[src/direct_form_iir_filter_macros.svh]
// Assertion macros used by the filter RTL.
`ifndef DIRECT_FORM_IIR_FILTER_MACROS_SVH
`define DIRECT_FORM_IIR_FILTER_MACROS_SVH

// Check that the consequent holds in the same cycle as the antecedent.
`define DFIIR_ASSERT_SAME(label, clk, rst_n, ante, cons, msg) \
    label: assert property (@(posedge clk) disable iff (!rst_n) (ante) |-> (cons)) \
        else $error(msg);

// Check that the consequent holds in the cycle after the antecedent.
`define DFIIR_ASSERT_NEXT(label, clk, rst_n, ante, cons, msg) \
    label: assert property (@(posedge clk) disable iff (!rst_n) (ante) |=> (cons)) \
        else $error(msg);

`endif

[src/dfiir_pkg.sv]
// Shared constants, types and control structures of the biquad filter.
package dfiir_pkg;

    localparam int SAMPLE_BITS_DEF    = 24;
    localparam int COEF_FRAC_BITS_DEF = 14;
    localparam int COEF_W             = 18;
    localparam int CELL_COEF_W        = COEF_W + 1;
    localparam int NUM_TAPS           = 5;
    localparam int NUM_REGS           = 6;
    localparam int REG_IDX_W          = 3;
    localparam int TAP_IDX_W          = $clog2(NUM_TAPS);

    // Configuration register indexes
    localparam int REG_B0    = 0;
    localparam int REG_B1    = 1;
    localparam int REG_B2    = 2;
    localparam int REG_A1    = 3;
    localparam int REG_A2    = 4;
    localparam int REG_RECIP = 5;

    // Cells of the tap chain that take a sample from outside the ring
    localparam int TAP_X0 = 0;
    localparam int TAP_Y1 = 3;

    // Reset values of the coefficient registers: unity gain, pass-through
    localparam logic signed [COEF_W-1:0] COEF_UNITY = 18'sh04000;
    localparam logic signed [COEF_W-1:0] COEF_ZERO  = 18'sh00000;

    typedef enum logic [2:0] {
        CELL_HOLD,
        CELL_CLEAR,
        CELL_EXT,
        CELL_ROTATE,
        CELL_SHIFT
    } cell_op_t;

    typedef struct packed {
        cell_op_t op;
        logic     coef_load;
    } cell_ctrl_t;

    typedef struct packed {
        logic clear;
        logic mul;
        logic acc;
        logic scale;
    } mac_ctrl_t;

    typedef enum logic [2:0] {
        ST_IDLE,
        ST_MAC,
        ST_ACC,
        ST_SCALE,
        ST_ROUND
    } state_t;

endpackage

[src/dfiir_tap_cell.sv]
// One cell of the tap ring: holds a history sample and its coefficient.
module dfiir_tap_cell #(
    parameter int SAMPLE_BITS = dfiir_pkg::SAMPLE_BITS_DEF
) (
    input  logic                                       clk,
    input  logic                                       rst_n,
    input  dfiir_pkg::cell_ctrl_t                      ctrl,
    input  logic signed [SAMPLE_BITS-1:0]              left_sample,
    input  logic signed [SAMPLE_BITS-1:0]              right_sample,
    input  logic signed [SAMPLE_BITS-1:0]              ext_sample,
    input  logic signed [dfiir_pkg::CELL_COEF_W-1:0]   right_coef,
    input  logic signed [dfiir_pkg::CELL_COEF_W-1:0]   ext_coef,
    output logic signed [SAMPLE_BITS-1:0]              sample,
    output logic signed [dfiir_pkg::CELL_COEF_W-1:0]   coef
);
    import dfiir_pkg::*;

    logic signed [SAMPLE_BITS-1:0] sample_reg;
    logic signed [SAMPLE_BITS-1:0] sample_next;
    logic signed [CELL_COEF_W-1:0] coef_reg;
    logic signed [CELL_COEF_W-1:0] coef_next;

    // Select the next sample: hold, clear, load, rotate or shift along
    always_comb
    begin
        unique case (ctrl.op)
            CELL_HOLD:   sample_next = sample_reg;
            CELL_CLEAR:  sample_next = '0;
            CELL_EXT:    sample_next = ext_sample;
            CELL_ROTATE: sample_next = right_sample;
            CELL_SHIFT:  sample_next = left_sample;
            default:     sample_next = sample_reg;
        endcase
    end

    // Load the coefficient per item, rotate it together with the sample
    always_comb
    begin
        if (ctrl.coef_load)
        begin
            coef_next = ext_coef;
        end
        else if (ctrl.op == CELL_ROTATE)
        begin
            coef_next = right_coef;
        end
        else
        begin
            coef_next = coef_reg;
        end
    end

    // History sample clears at reset
    always_ff @(posedge clk or negedge rst_n)
    begin
        if (!rst_n)
        begin
            sample_reg <= '0;
        end
        else
        begin
            sample_reg <= sample_next;
        end
    end

    always_ff @(posedge clk)
    begin
        coef_reg <= coef_next;
    end

    assign sample = sample_reg;
    assign coef   = coef_reg;

endmodule

[src/dfiir_mac.sv]
// Shared multiply-accumulate, reciprocal scaling, rounding and saturation.
module dfiir_mac #(
    parameter int SAMPLE_BITS    = dfiir_pkg::SAMPLE_BITS_DEF,
    parameter int COEF_FRAC_BITS = dfiir_pkg::COEF_FRAC_BITS_DEF
) (
    input  logic                                       clk,
    input  dfiir_pkg::mac_ctrl_t                       ctrl,
    input  logic signed [SAMPLE_BITS-1:0]              tap_sample,
    input  logic signed [dfiir_pkg::CELL_COEF_W-1:0]   tap_coef,
    input  logic signed [dfiir_pkg::COEF_W-1:0]        recip,
    output logic signed [SAMPLE_BITS-1:0]              y,
    output logic                                       clip
);
    import dfiir_pkg::*;

    localparam int PROD_W = SAMPLE_BITS + CELL_COEF_W;
    localparam int ACC_W  = PROD_W + 3;
    localparam int SCL_W  = ACC_W + COEF_W;
    localparam int SHIFT  = 2 * COEF_FRAC_BITS;
    localparam logic [SCL_W-1:0] HALF = {{(SCL_W-1){1'b0}}, 1'b1} << (SHIFT - 1);

    logic signed [PROD_W-1:0] prod_reg;
    logic signed [PROD_W-1:0] prod_next;
    logic signed [ACC_W-1:0]  acc_reg;
    logic signed [ACC_W-1:0]  acc_next;
    logic signed [SCL_W-1:0]  scaled_reg;
    logic signed [SCL_W-1:0]  scaled_next;
    logic signed [SCL_W-1:0]  biased;
    logic signed [SCL_W-1:0]  rounded;
    logic                     over;

    // Multiply the head tap, accumulate the previous product, then scale
    always_comb
    begin
        prod_next   = ctrl.mul ? PROD_W'(tap_sample) * PROD_W'(tap_coef) : prod_reg;
        if (ctrl.clear)
        begin
            acc_next = '0;
        end
        else if (ctrl.acc)
        begin
            acc_next = acc_reg + ACC_W'(prod_reg);
        end
        else
        begin
            acc_next = acc_reg;
        end
        scaled_next = ctrl.scale ? SCL_W'(acc_reg) * SCL_W'(recip) : scaled_reg;
    end

    always_ff @(posedge clk)
    begin
        prod_reg   <= prod_next;
        acc_reg    <= acc_next;
        scaled_reg <= scaled_next;
    end

    // Round to nearest with ties away from zero: bias by half, less one if negative
    always_comb
    begin
        biased  = scaled_reg + $signed(HALF) - SCL_W'({1'b0, scaled_reg[SCL_W-1]});
        rounded = biased >>> SHIFT;
        over    = !((&rounded[SCL_W-1:SAMPLE_BITS-1]) || !(|rounded[SCL_W-1:SAMPLE_BITS-1]));
        if (over)
        begin
            y = {rounded[SCL_W-1], {(SAMPLE_BITS-1){~rounded[SCL_W-1]}}};
        end
        else
        begin
            y = rounded[SAMPLE_BITS-1:0];
        end
        clip = over;
    end

endmodule

[src/direct_form_iir_filter.sv]
// Second-order direct-form-I IIR filter with a ring of tap cells and a shared MAC.
//
// Input stream s_axis: one signed sample per request in tdata, tuser set to
// clear the two input and two output history samples before this sample.
// Output stream m_axis: the filtered sample in tdata, tuser set when the
// result was saturated to the sample range.
// Configuration channel cfg: index 0..5 selects b0, b1, b2, a1, a2 and the
// reciprocal of a0 (all Q3.14); other indexes are ignored. Write only while idle.
// The five taps rotate through one multiplier, followed by a final accumulate,
// the reciprocal multiply and the rounding stage. A request is taken only in
// the idle state, so the next one is taken in the cycle after the rounding
// stage commits its result.
// A finished result waits in the output register; a new request is taken
// while it waits, and the block holds in the rounding stage only if a second
// result is ready before the first has been taken.
// Reset clears the history, restores unity gain and empties the output.
module direct_form_iir_filter #(
    parameter int SAMPLE_BITS    = dfiir_pkg::SAMPLE_BITS_DEF,
    parameter int COEF_FRAC_BITS = dfiir_pkg::COEF_FRAC_BITS_DEF,
    localparam int TDATA_W       = ((SAMPLE_BITS + 7) / 8) * 8
) (
    input  logic                                clk,
    input  logic                                rst_n,
    // configuration write channel
    input  logic                                cfg_valid,
    output logic                                cfg_ready,
    input  logic [dfiir_pkg::REG_IDX_W-1:0]     cfg_index,
    input  logic [dfiir_pkg::COEF_W-1:0]        cfg_data,
    // input samples
    input  logic                                s_axis_tvalid,
    output logic                                s_axis_tready,
    input  logic [TDATA_W-1:0]                  s_axis_tdata,   // sample_in
    input  logic                                s_axis_tuser,   // restart
    // filtered samples
    output logic                                m_axis_tvalid,
    input  logic                                m_axis_tready,
    output logic [TDATA_W-1:0]                  m_axis_tdata,   // sample_out
    output logic                                m_axis_tuser    // clipped
);
    import dfiir_pkg::*;

    `include "direct_form_iir_filter_macros.svh"

    logic signed [COEF_W-1:0]      coef_reg [NUM_REGS];
    logic signed [COEF_W-1:0]      coef_next [NUM_REGS];

    state_t                        state_reg;
    state_t                        state_next;
    logic [TAP_IDX_W-1:0]          step_reg;
    logic [TAP_IDX_W-1:0]          step_next;
    logic                          out_valid_reg;
    logic                          out_valid_next;
    logic signed [SAMPLE_BITS-1:0] out_sample_reg;
    logic                          out_clip_reg;

    logic                          in_take;
    logic                          commit;
    cell_ctrl_t                    cell_ctrl [NUM_TAPS];
    mac_ctrl_t                     mac_ctrl;
    logic signed [SAMPLE_BITS-1:0] cell_sample [NUM_TAPS];
    logic signed [CELL_COEF_W-1:0] cell_coef [NUM_TAPS];
    logic signed [CELL_COEF_W-1:0] coef_ext [NUM_TAPS];
    logic signed [SAMPLE_BITS-1:0] x_in;
    logic signed [SAMPLE_BITS-1:0] mac_y;
    logic                          mac_clip;

    // Configuration: always ready, drop writes beyond the register list
    assign cfg_ready = 1'b1;

    always_comb
    begin
        for (int i = 0; i < NUM_REGS; i++)
        begin
            coef_next[i] = coef_reg[i];
            if (cfg_valid && (cfg_index == REG_IDX_W'(i)))
            begin
                coef_next[i] = cfg_data;
            end
        end
    end

    always_ff @(posedge clk or negedge rst_n)
    begin
        if (!rst_n)
        begin
            coef_reg[REG_B0]    <= COEF_UNITY;
            coef_reg[REG_B1]    <= COEF_ZERO;
            coef_reg[REG_B2]    <= COEF_ZERO;
            coef_reg[REG_A1]    <= COEF_ZERO;
            coef_reg[REG_A2]    <= COEF_ZERO;
            coef_reg[REG_RECIP] <= COEF_UNITY;
        end
        else
        begin
            coef_reg <= coef_next;
        end
    end

    // Tap coefficients as seen by the cells: feedback taps negated
    assign coef_ext[0] = CELL_COEF_W'(coef_reg[REG_B0]);
    assign coef_ext[1] = CELL_COEF_W'(coef_reg[REG_B1]);
    assign coef_ext[2] = CELL_COEF_W'(coef_reg[REG_B2]);
    assign coef_ext[3] = CELL_COEF_W'(0) - CELL_COEF_W'(coef_reg[REG_A1]);
    assign coef_ext[4] = CELL_COEF_W'(0) - CELL_COEF_W'(coef_reg[REG_A2]);

    assign x_in    = s_axis_tdata[SAMPLE_BITS-1:0];
    assign in_take = s_axis_tvalid && s_axis_tready;

    // Sequencer: next state, cell and MAC controls
    always_comb
    begin
        state_next     = state_reg;
        step_next      = step_reg;
        s_axis_tready  = 1'b0;
        commit         = 1'b0;
        mac_ctrl       = '0;
        for (int i = 0; i < NUM_TAPS; i++)
        begin
            cell_ctrl[i] = '{op: CELL_HOLD, coef_load: 1'b0};
        end

        unique case (state_reg)
            ST_IDLE:
            begin
                s_axis_tready = 1'b1;
                step_next     = '0;
                if (s_axis_tvalid)
                begin
                    mac_ctrl.clear = 1'b1;
                    for (int i = 0; i < NUM_TAPS; i++)
                    begin
                        cell_ctrl[i].coef_load = 1'b1;
                        if (i == TAP_X0)
                        begin
                            cell_ctrl[i].op = CELL_EXT;
                        end
                        else if (s_axis_tuser)
                        begin
                            cell_ctrl[i].op = CELL_CLEAR;
                        end
                    end
                    state_next = ST_MAC;
                end
            end
            ST_MAC:
            begin
                mac_ctrl.mul = 1'b1;
                mac_ctrl.acc = (step_reg != '0);
                for (int i = 0; i < NUM_TAPS; i++)
                begin
                    cell_ctrl[i].op = CELL_ROTATE;
                end
                if (step_reg == TAP_IDX_W'(NUM_TAPS - 1))
                begin
                    state_next = ST_ACC;
                end
                else
                begin
                    step_next = step_reg + 1'b1;
                end
            end
            ST_ACC:
            begin
                mac_ctrl.acc = 1'b1;
                state_next   = ST_SCALE;
            end
            ST_SCALE:
            begin
                mac_ctrl.scale = 1'b1;
                state_next     = ST_ROUND;
            end
            ST_ROUND:
            begin
                // Hold until the output register is free or being emptied
                if (!out_valid_reg || m_axis_tready)
                begin
                    commit = 1'b1;
                    for (int i = 0; i < NUM_TAPS; i++)
                    begin
                        if (i == TAP_Y1)
                        begin
                            cell_ctrl[i].op = CELL_EXT;
                        end
                        else if (i != TAP_X0)
                        begin
                            cell_ctrl[i].op = CELL_SHIFT;
                        end
                    end
                    state_next = ST_IDLE;
                end
            end
            default:
            begin
                state_next = ST_IDLE;
            end
        endcase
    end

    always_ff @(posedge clk or negedge rst_n)
    begin
        if (!rst_n)
        begin
            state_reg <= ST_IDLE;
            step_reg  <= '0;
        end
        else
        begin
            state_reg <= state_next;
            step_reg  <= step_next;
        end
    end

    // Ring of tap cells: x[n], x[n-1], x[n-2], y[n-1], y[n-2]
    for (genvar i = 0; i < NUM_TAPS; i++)
    begin : g_cell
        logic signed [SAMPLE_BITS-1:0] ext_sample;

        if (i == TAP_X0)
        begin : g_x
            assign ext_sample = x_in;
        end
        else if (i == TAP_Y1)
        begin : g_y
            assign ext_sample = mac_y;
        end
        else
        begin : g_none
            assign ext_sample = '0;
        end

        dfiir_tap_cell #(
            .SAMPLE_BITS (SAMPLE_BITS)
        ) u_cell (
            .clk          (clk),
            .rst_n        (rst_n),
            .ctrl         (cell_ctrl[i]),
            .left_sample  (cell_sample[(i + NUM_TAPS - 1) % NUM_TAPS]),
            .right_sample (cell_sample[(i + 1) % NUM_TAPS]),
            .ext_sample   (ext_sample),
            .right_coef   (cell_coef[(i + 1) % NUM_TAPS]),
            .ext_coef     (coef_ext[i]),
            .sample       (cell_sample[i]),
            .coef         (cell_coef[i])
        );
    end

    dfiir_mac #(
        .SAMPLE_BITS    (SAMPLE_BITS),
        .COEF_FRAC_BITS (COEF_FRAC_BITS)
    ) u_mac (
        .clk        (clk),
        .ctrl       (mac_ctrl),
        .tap_sample (cell_sample[TAP_X0]),
        .tap_coef   (cell_coef[TAP_X0]),
        .recip      (coef_reg[REG_RECIP]),
        .y          (mac_y),
        .clip       (mac_clip)
    );

    // Output register: load on commit, drop once taken
    always_comb
    begin
        if (commit)
        begin
            out_valid_next = 1'b1;
        end
        else if (m_axis_tready)
        begin
            out_valid_next = 1'b0;
        end
        else
        begin
            out_valid_next = out_valid_reg;
        end
    end

    always_ff @(posedge clk or negedge rst_n)
    begin
        if (!rst_n)
        begin
            out_valid_reg <= 1'b0;
        end
        else
        begin
            out_valid_reg <= out_valid_next;
        end
    end

    always_ff @(posedge clk)
    begin
        if (commit)
        begin
            out_sample_reg <= mac_y;
            out_clip_reg   <= mac_clip;
        end
    end

    assign m_axis_tvalid = out_valid_reg;
    assign m_axis_tuser  = out_clip_reg;

    always_comb
    begin
        m_axis_tdata                  = '0;
        m_axis_tdata[SAMPLE_BITS-1:0] = out_sample_reg;
    end

    // Checks
    `DFIIR_ASSERT_NEXT(a_take_starts_mac, clk, rst_n, in_take,
        (state_reg == ST_MAC) && (step_reg == '0), "accepted request did not start the tap pass")
    `DFIIR_ASSERT_SAME(a_step_in_range, clk, rst_n, state_reg == ST_MAC,
        step_reg < TAP_IDX_W'(NUM_TAPS), "tap step beyond the last tap")
    `DFIIR_ASSERT_NEXT(a_no_overwrite, clk, rst_n,
        (state_reg == ST_ROUND) && m_axis_tvalid && !m_axis_tready,
        (state_reg == ST_ROUND) && m_axis_tvalid, "result committed over a waiting result")

endmodule

[config.mk]
export PLATFORM = sky130hd
export DESIGN_NAME = direct_form_iir_filter
export DESIGN_NICKNAME = d
export VERILOG_FILES = /design/src/dfiir_pkg.sv /design/src/dfiir_tap_cell.sv /design/src/dfiir_mac.sv /design/src/direct_form_iir_filter.sv
export VERILOG_INCLUDE_DIRS = /design/src /design/src/src
export SDC_FILE = /design/constraint.sdc
export NUM_CORES = 2
export LEC_CHECK = 0
export BUFFER_PORTS_ARGS = -buffer_cell sky130_fd_sc_hd__buf_2
export CAP_MARGIN = 5
export CORE_ASPECT_RATIO = 0.75
export CORE_MARGIN = 2
export CORE_UTILIZATION = 60
export DETAILED_ROUTE_END_ITERATION = 8
export GPL_TIMING_DRIVEN = 0
export MAX_ROUTING_LAYER = met4
export PLACE_DENSITY = 0.78
export SLEW_MARGIN = 20
export SYNTH_ARGS = -nofsm -noshare
export SYNTH_HDL_FRONTEND = slang
export SYNTH_SLANG_ARGS = --single-unit
[constraint.sdc]
create_clock -name clk -period 7.3 [get_ports clk]
set_clock_uncertainty 0.2 [all_clocks]
set_input_delay 0.365 -clock clk [delete_from_list [all_inputs] [get_ports clk]]
set_output_delay 0.365 -clock clk [all_outputs]
set_load 0.05 [all_outputs]
# Word-level counts from Yosys, hierarchy flattened

Cells that the tools add are included.

Shift operators: 0
Order comparisons: 0
Reductions and logical operators: 33
Bitwise operators: 1
Divide/modulo/power cells: 0
Mux-type cells: 46
Add/subtract/negate cells: 6
Eq/ne operators: 34
$mul: 2

Operators by type and width:

| operator                                                            | count |
|---|---|
| 24-bit case mux with 3 select lines                                 | 3 |
| 19-bit 2-to-1 mux                                                   | 11 |
| 24-bit case mux with 4 select lines                                 | 2 |
| 64-bit by 28-bit adder with 64-bit output, second input constant    | 1 |
| 46-bit by 18-bit multiplier with 64-bit output                      | 1 |
| 64-bit by 1-bit subtractor with 64-bit output                       | 1 |
| 46-bit by 43-bit adder with 46-bit output                           | 1 |
| 24-bit by 19-bit multiplier with 43-bit output                      | 1 |
| 3-bit by 2-bit == test with 1-bit output, second input constant     | 14 |
| 1-bit by 18-bit subtractor with 19-bit output, first input constant | 2 |
| 3-bit case mux with 3 select lines                                  | 4 |
| 3-bit == test, second input constant                                | 9 |
| 24-bit 2-to-1 mux                                                   | 1 |
| 3-bit by 1-bit == test with 1-bit output, second input constant     | 7 |
| 1-bit 2-to-1 mux                                                    | 15 |
| 3-bit 2-to-1 mux                                                    | 5 |
| 3-bit case mux with 5 select lines                                  | 1 |
| 2-bit nonzero test                                                  | 7 |
| 13-bit AND reduction                                                | 1 |
| 13-bit OR reduction                                                 | 1 |
| 3-bit case mux with 2 select lines                                  | 2 |
| 3-bit nonzero test                                                  | 4 |
| 2-bit != test, second input constant                                | 4 |
| 4-bit nonzero test                                                  | 2 |
| other kinds (11)                                                    | 22 |

Latch bits: 0
Output and inout port bits: 28
Memory bits (writable): 0
Memories: 0
Memory bits (read-only): 0
Register bits: 508
Input port bits: 51
Logic and storage cells: 146

# Logic depth before layout (Yosys ltp)

Word-level depth: 7
Mapped depth: 28
Depth with buffers taken out: 27

# Modules after synthesis

Synthesis repeated with hierarchy kept, for this count alone.

Cells, all modules: 7828
Area total of the unflattened synthesis: 74373.8 µm²

By module, submodules not included:

| module                 | area an instance (µm²) | instances | seq. area each (µm²) | cells an instance |
|---|---|---|---|---|
| dfiir_mac              | 54446.0                | 1         | 4134.0               | 6093 |
| dfiir_tap_cell         | 2803.9                 | 5         | 1171.1               | 264 |
| direct_form_iir_filter | 5908.2                 | 1         | 3631.0               | 415 |

# Least setup slack after synthesis

Ideal clock, no wire load.

Kind: register to register
From: register u_mac.acc_reg[10]
To: register u_mac.scaled_reg[60] (data pin)
Setup time: 258 ps
Required time: 6842 ps
Period minus slack after synthesis: 7224 ps
Cell stages (with the launch flop): 25
Path buffers: 2
Path slack: 76 ps
Arrival time: 6766 ps
Path through: dfxtp_1 clkbuf_1 clkbuf_1 nand2_1 fa_1 fa_1 fa_1 fa_1 inv_1 fa_1 inv_1 fa_1 inv_1 ha_1 and3_1 a211oi_1 o31ai_1 a31oi_1 nand4bb_1 a21oi_1 o21ai_0 o21ai_0 a311o_1 a21oi_1 xnor2_1

Longest elaborated chain between the ends: 1

Ends and longest elaborated chain:

| element                                        | line            | RTL |
|---|---|---|
| start, declared                                | dfiir_mac.sv:24 | `logic signed [ACC_W-1:0] acc_reg;` |
| start signal, assigned                         | dfiir_mac.sv:54 | `acc_reg <= acc_next;` |
| 46-bit by 18-bit multiplier with 64-bit output | dfiir_mac.sv:48 | `scaled_next = ctrl.scale ? SCL_W'(acc_reg) * SCL_W'(recip) : scaled_reg;` |
| end signal, assigned                           | dfiir_mac.sv:55 | `scaled_reg <= scaled_next;` |
| end, declared                                  | dfiir_mac.sv:26 | `logic signed [SCL_W-1:0] scaled_reg;` |

No other way between the ends.
A chain may end at the register's enable or synchronous reset.

# Worst setup path in the final report

From: register coef_reg[5] in the netlist's numbering
To: register u_mac.scaled_reg[63] (data pin)

Longest elaborated chain between the ends: 1

Ends and longest elaborated chain:

| element                                        | line                         | RTL |
|---|---|---|
| start, declared                                | direct_form_iir_filter.sv:44 | `logic signed [COEF_W-1:0] coef_reg [NUM_REGS];` |
| start signal, assigned                         | direct_form_iir_filter.sv:95 | `coef_reg <= coef_next;` |
| 46-bit by 18-bit multiplier with 64-bit output | dfiir_mac.sv:48              |  |

No other way between the ends.

==> insert_results.sql <==
INSERT INTO impl_metrics (metric_group, metric, value, unit) VALUES
('sta', 'tightest_slew_margin_relative_to_the_limit', '25.6', '%'),
('detailed_routing', 'drcViolationCount', '7', ''),
('die', 'die_width', '395', 'µm'),
('synth', 'synth.avg_cell_area', '9.40', 'µm²'),
('placed_design', 'place_inst', '8935', ''),
('detailed_routing', 'drtPass1Iterations', '9', ''),
('die', 'initial_util', '60.6', '%'),
('worst_setup_path', 'reg2reg_slack', '-0.38', 'ns'),
('worst_setup_path', 'critPathMaxStageDelay', '0.63', 'ns'),
('global_route', 'track_usage', '38.9', '%'),
('worst_setup_path', 'timing.setup.critical_path_class', 'flop to flop', ''),
('worst_setup_path', 'critPathCapture', 'u_mac.scaled_reg[63]', ''),
('sta', 'maxClockFrequency', '0.130', 'GHz'),
('worst_setup_path', 'worstReg2RegStart', 'coef_reg[5]', ''),
('sta', 'layout_min_cycle_time', '7.68', 'ns'),
('clock_network', 'htreeDepth', '2', ''),
('synth', 'synth.distinct_cells', '89', ''),
('sta', 'final_hold_fails', '0', ''),
('synth', 'yosys.area.top_type_share', '35.8', '%'),
('synth', 'syn_nets', '8993', ''),
('final_layout', 'post_layout_nets', '9306', ''),
('placed_design', 'finalWeightedCongestion', '1.03', ''),
('placed_design', 'dp_hpwl', '172000', 'µm'),
('synth', 'netlist_top_cells_count', 'sky130_fd_sc_hd__inv_1 (1527), sky130_fd_sc_hd__nand2_1 (1239), sky130_fd_sc_hd__fa_1 (1232)', ''),
('detailed_routing', 'route.antenna.remaining_nets', '0', ''),
('worst_setup_path', 'r2r-end', 'u_mac.scaled_reg[63]', ''),
('clock_network', 'cts_tree', 'done', ''),
('synth', 'syn-instance-count', '7327', ''),
('global_route', 'use_met3', '15.6', '%'),
('final_layout', 'final_layout_size_suffix_gt1_share', '12.7', '%'),
('min_path', 'hold_class', 'input pin to flop', ''),
('worst_setup_path', 'crit_fanout', '6', ''),
('sta', 'finalMaxSlewViolations', '0', ''),
('synth', 'yosys_warnings', '0', ''),
('synth', 'most_common_cell_in_the_netlist', 'sky130_fd_sc_hd__inv_1', ''),
('die', 'std_cell_rows', '107', ''),
('synth', 'sequential_area_share_after_synthesis', '19.8', '%'),
('global_route', 'grt_util_met2', '52.7', '%'),
('global_route', 'grt_pass1_vias', '55500', ''),
('clock_network', 'tritoncts.num_buffers', '52', ''),
('die', 'die_h', '297', 'µm'),
('min_path', 'hold_depth', '2', ''),
('final_layout', 'finalNonFillerCells', '9220', ''),
('clock_network', 'cts_sinks', '508', ''),
('detailed_routing', 'drt_iter0_drc', '6173', ''),
('global_route', 'grt_use_met1', '53.1', '%'),
('clock_network', 'clock_path_buffers', '3', ''),
('worst_setup_path', 'crit_path_end_kind', 'flop', ''),
('final_layout', 'number_of_flip_flops_in_the_largest_register', '120', ''),
('worst_setup_path', 'worstSetupStartpointType', 'flop', ''),
('clock_network', 'clk_pin_slew', '0.06', 'ns'),
('die', 'floorplan.die_area', '118000', 'µm²'),
('detailed_routing', 'avgRoutedWirePerCell', '23.7', 'µm'),
('detailed_routing', 'route.detailed.vias_per_inst', '5.89', ''),
('sta', 'final.setup.worst_slack', '-0.378', 'ns'),
('global_route', 'largest_net_degree_at_the_start_of_global_routing', '88', ''),
('synth', 'synth_ff_type', 'sky130_fd_sc_hd__dfrtp_1', ''),
('status', 'run_status', 'finished with violations', ''),
('run', 'cap_violations', '0', ''),
('synth', 'yosys.area.top_type', 'sky130_fd_sc_hd__fa_1', ''),
('sta', 'period_share', '105', '%'),
('global_route', 'grt_antenna_before_repair', '16', ''),
('placed_design', 'io_buffers', '76', ''),
('sta', 'setup_viol_count_final', '12', ''),
('worst_setup_path', 'worst_path_max_delay_cell', 'sky130_fd_sc_hd__a2111oi_4', ''),
('worst_setup_path', 'crit_path_frequent_cell', 'sky130_fd_sc_hd__fa_1', ''),
('synth', 'synth_enable_flop_cells', '227', ''),
('status', 'violations_in_the_final_reports', 'DRC, setup timing', ''),
('worst_setup_path', 'crit_buf_inv', '9', ''),
('worst_setup_path', 'cp_top_family', 'adder cells', ''),
('worst_setup_path', 'worstSetupStartpoint', 'coef_reg[5]', '');
[worst min path at each step]
stage                                           start  slack (ns)                          end
after floorplan                                 rst_n       -0.13                 coef_ext[38]
after global placement    g_cell[2].u_cell.sample[13]        0.26  g_cell[1].u_cell.sample[13]
after detailed placement                        rst_n        0.17                m_axis_tvalid
after CTS                                cfg_data[14]       0.008                 coef_ext[52]
after global routing                     cfg_data[14]        0.01                 coef_ext[52]
final                                    cfg_data[13]        0.03                 coef_reg[49]
[logic make-up after synthesis]
| family | after synthesis | share of synthesized area [%] |
|---|---|---|
| AO/OA/AOI/OAI | 820 | 8.01 |
| other | 1 | 0.00545 |
| multiplexers | 130 | 2.08 |
| AND/OR/NAND/NOR | 2144 | 14.3 |
| buffers and inverters | 1906 | 10.4 |
| XOR/XNOR | 203 | 2.58 |
| adder cells (fa/ha/maj) | 1615 | 42.8 |
| flip-flops | 508 | 19.8 |
[metal layers]
metal / vias up / wire [µm]
met4: 0 / 9510
met3: 505 / 34400
met5: - / 0
met1: 27300 / 86000
li1: 23300 / -
met2: 3301 / 88900
[cell usage in the layout (no fill, tap or decap), types with 35 or more instances in the layout]
cell type,netlist,routed
sky130_fd_sc_hd__ha_1,383,345
sky130_fd_sc_hd__dfxtp_1,46,44
sky130_fd_sc_hd__clkbuf_8,0,86
sky130_fd_sc_hd__clkbuf_2,0,35
sky130_fd_sc_hd__a21o_1,100,100
sky130_fd_sc_hd__edfxtp_1,227,227
sky130_fd_sc_hd__buf_4,1,146
sky130_fd_sc_hd__nor2_1,174,166
sky130_fd_sc_hd__a21oi_1,244,210
sky130_fd_sc_hd__clkbuf_1,360,105
sky130_fd_sc_hd__dlygate4sd3_1,0,45
sky130_fd_sc_hd__nand2b_1,37,36
sky130_fd_sc_hd__clkbuf_16,0,79
sky130_fd_sc_hd__xor2_1,67,62
sky130_fd_sc_hd__a22oi_1,51,50
sky130_fd_sc_hd__buf_2,5,91
sky130_fd_sc_hd__and2_1,442,431
sky130_fd_sc_hd__inv_1,1527,1491
sky130_fd_sc_hd__nand3_1,48,46
sky130_fd_sc_hd__o21ai_0,135,117
sky130_fd_sc_hd__nor3_1,46,45
sky130_fd_sc_hd__fa_1,1232,1207
sky130_fd_sc_hd__xnor2_1,136,122
sky130_fd_sc_hd__dfrtp_1,233,210
sky130_fd_sc_hd__mux2_2,106,106
sky130_fd_sc_hd__nand2_1,1239,1222
sky130_fd_sc_hd__a222oi_1,73,73
sky130_fd_sc_hd__clkbuf_4,0,64
[layout make-up]
class | instances | area, µm²
Sequential cell | 508 | 13700
Antenna cell | 10 | 25.0
Inverter | 1528 | 5750
Fill cell | 8452 | 35500
Buffer | 358 | 3210
Tap cell | 1526 | 1910
Multi-Input combinational cell | 4913 | 49500
Clock buffer | 61 | 1410
Clock inverter | 37 | 432
Timing Repair Buffer | 279 | 2310
[repair_timing]
action                     CTS  global route
setup endpoints to repair   67            34
gates resized for setup    782           226
hold endpoints to repair   183             0
hold buffers                45             0
pin swaps                   98            78
cloned                       1             1
buffers inserted           112            40
[stage by stage]
stage               worst slack (ns)  setup TNS [ns]  utilization, %  hold slack, ns  cell area (µm²)
CTS                           -0.180          -0.872            67.9         0.00788            77200
finish                        -0.378           -1.45            68.8          0.0264            78200
floorplan                     0.0757               0               -          -0.131            68900
global route                  -0.569           -3.65            68.8         0.00952            78200
detailed placement             -2.64          -72.72            62.7           0.170            71300
global placement               -3.03          -70.70            62.6           0.265            71100
Power is left out: the tool's default activity adds up to more than one toggle a clock period on the data nets, which glitch-free logic cannot reach.
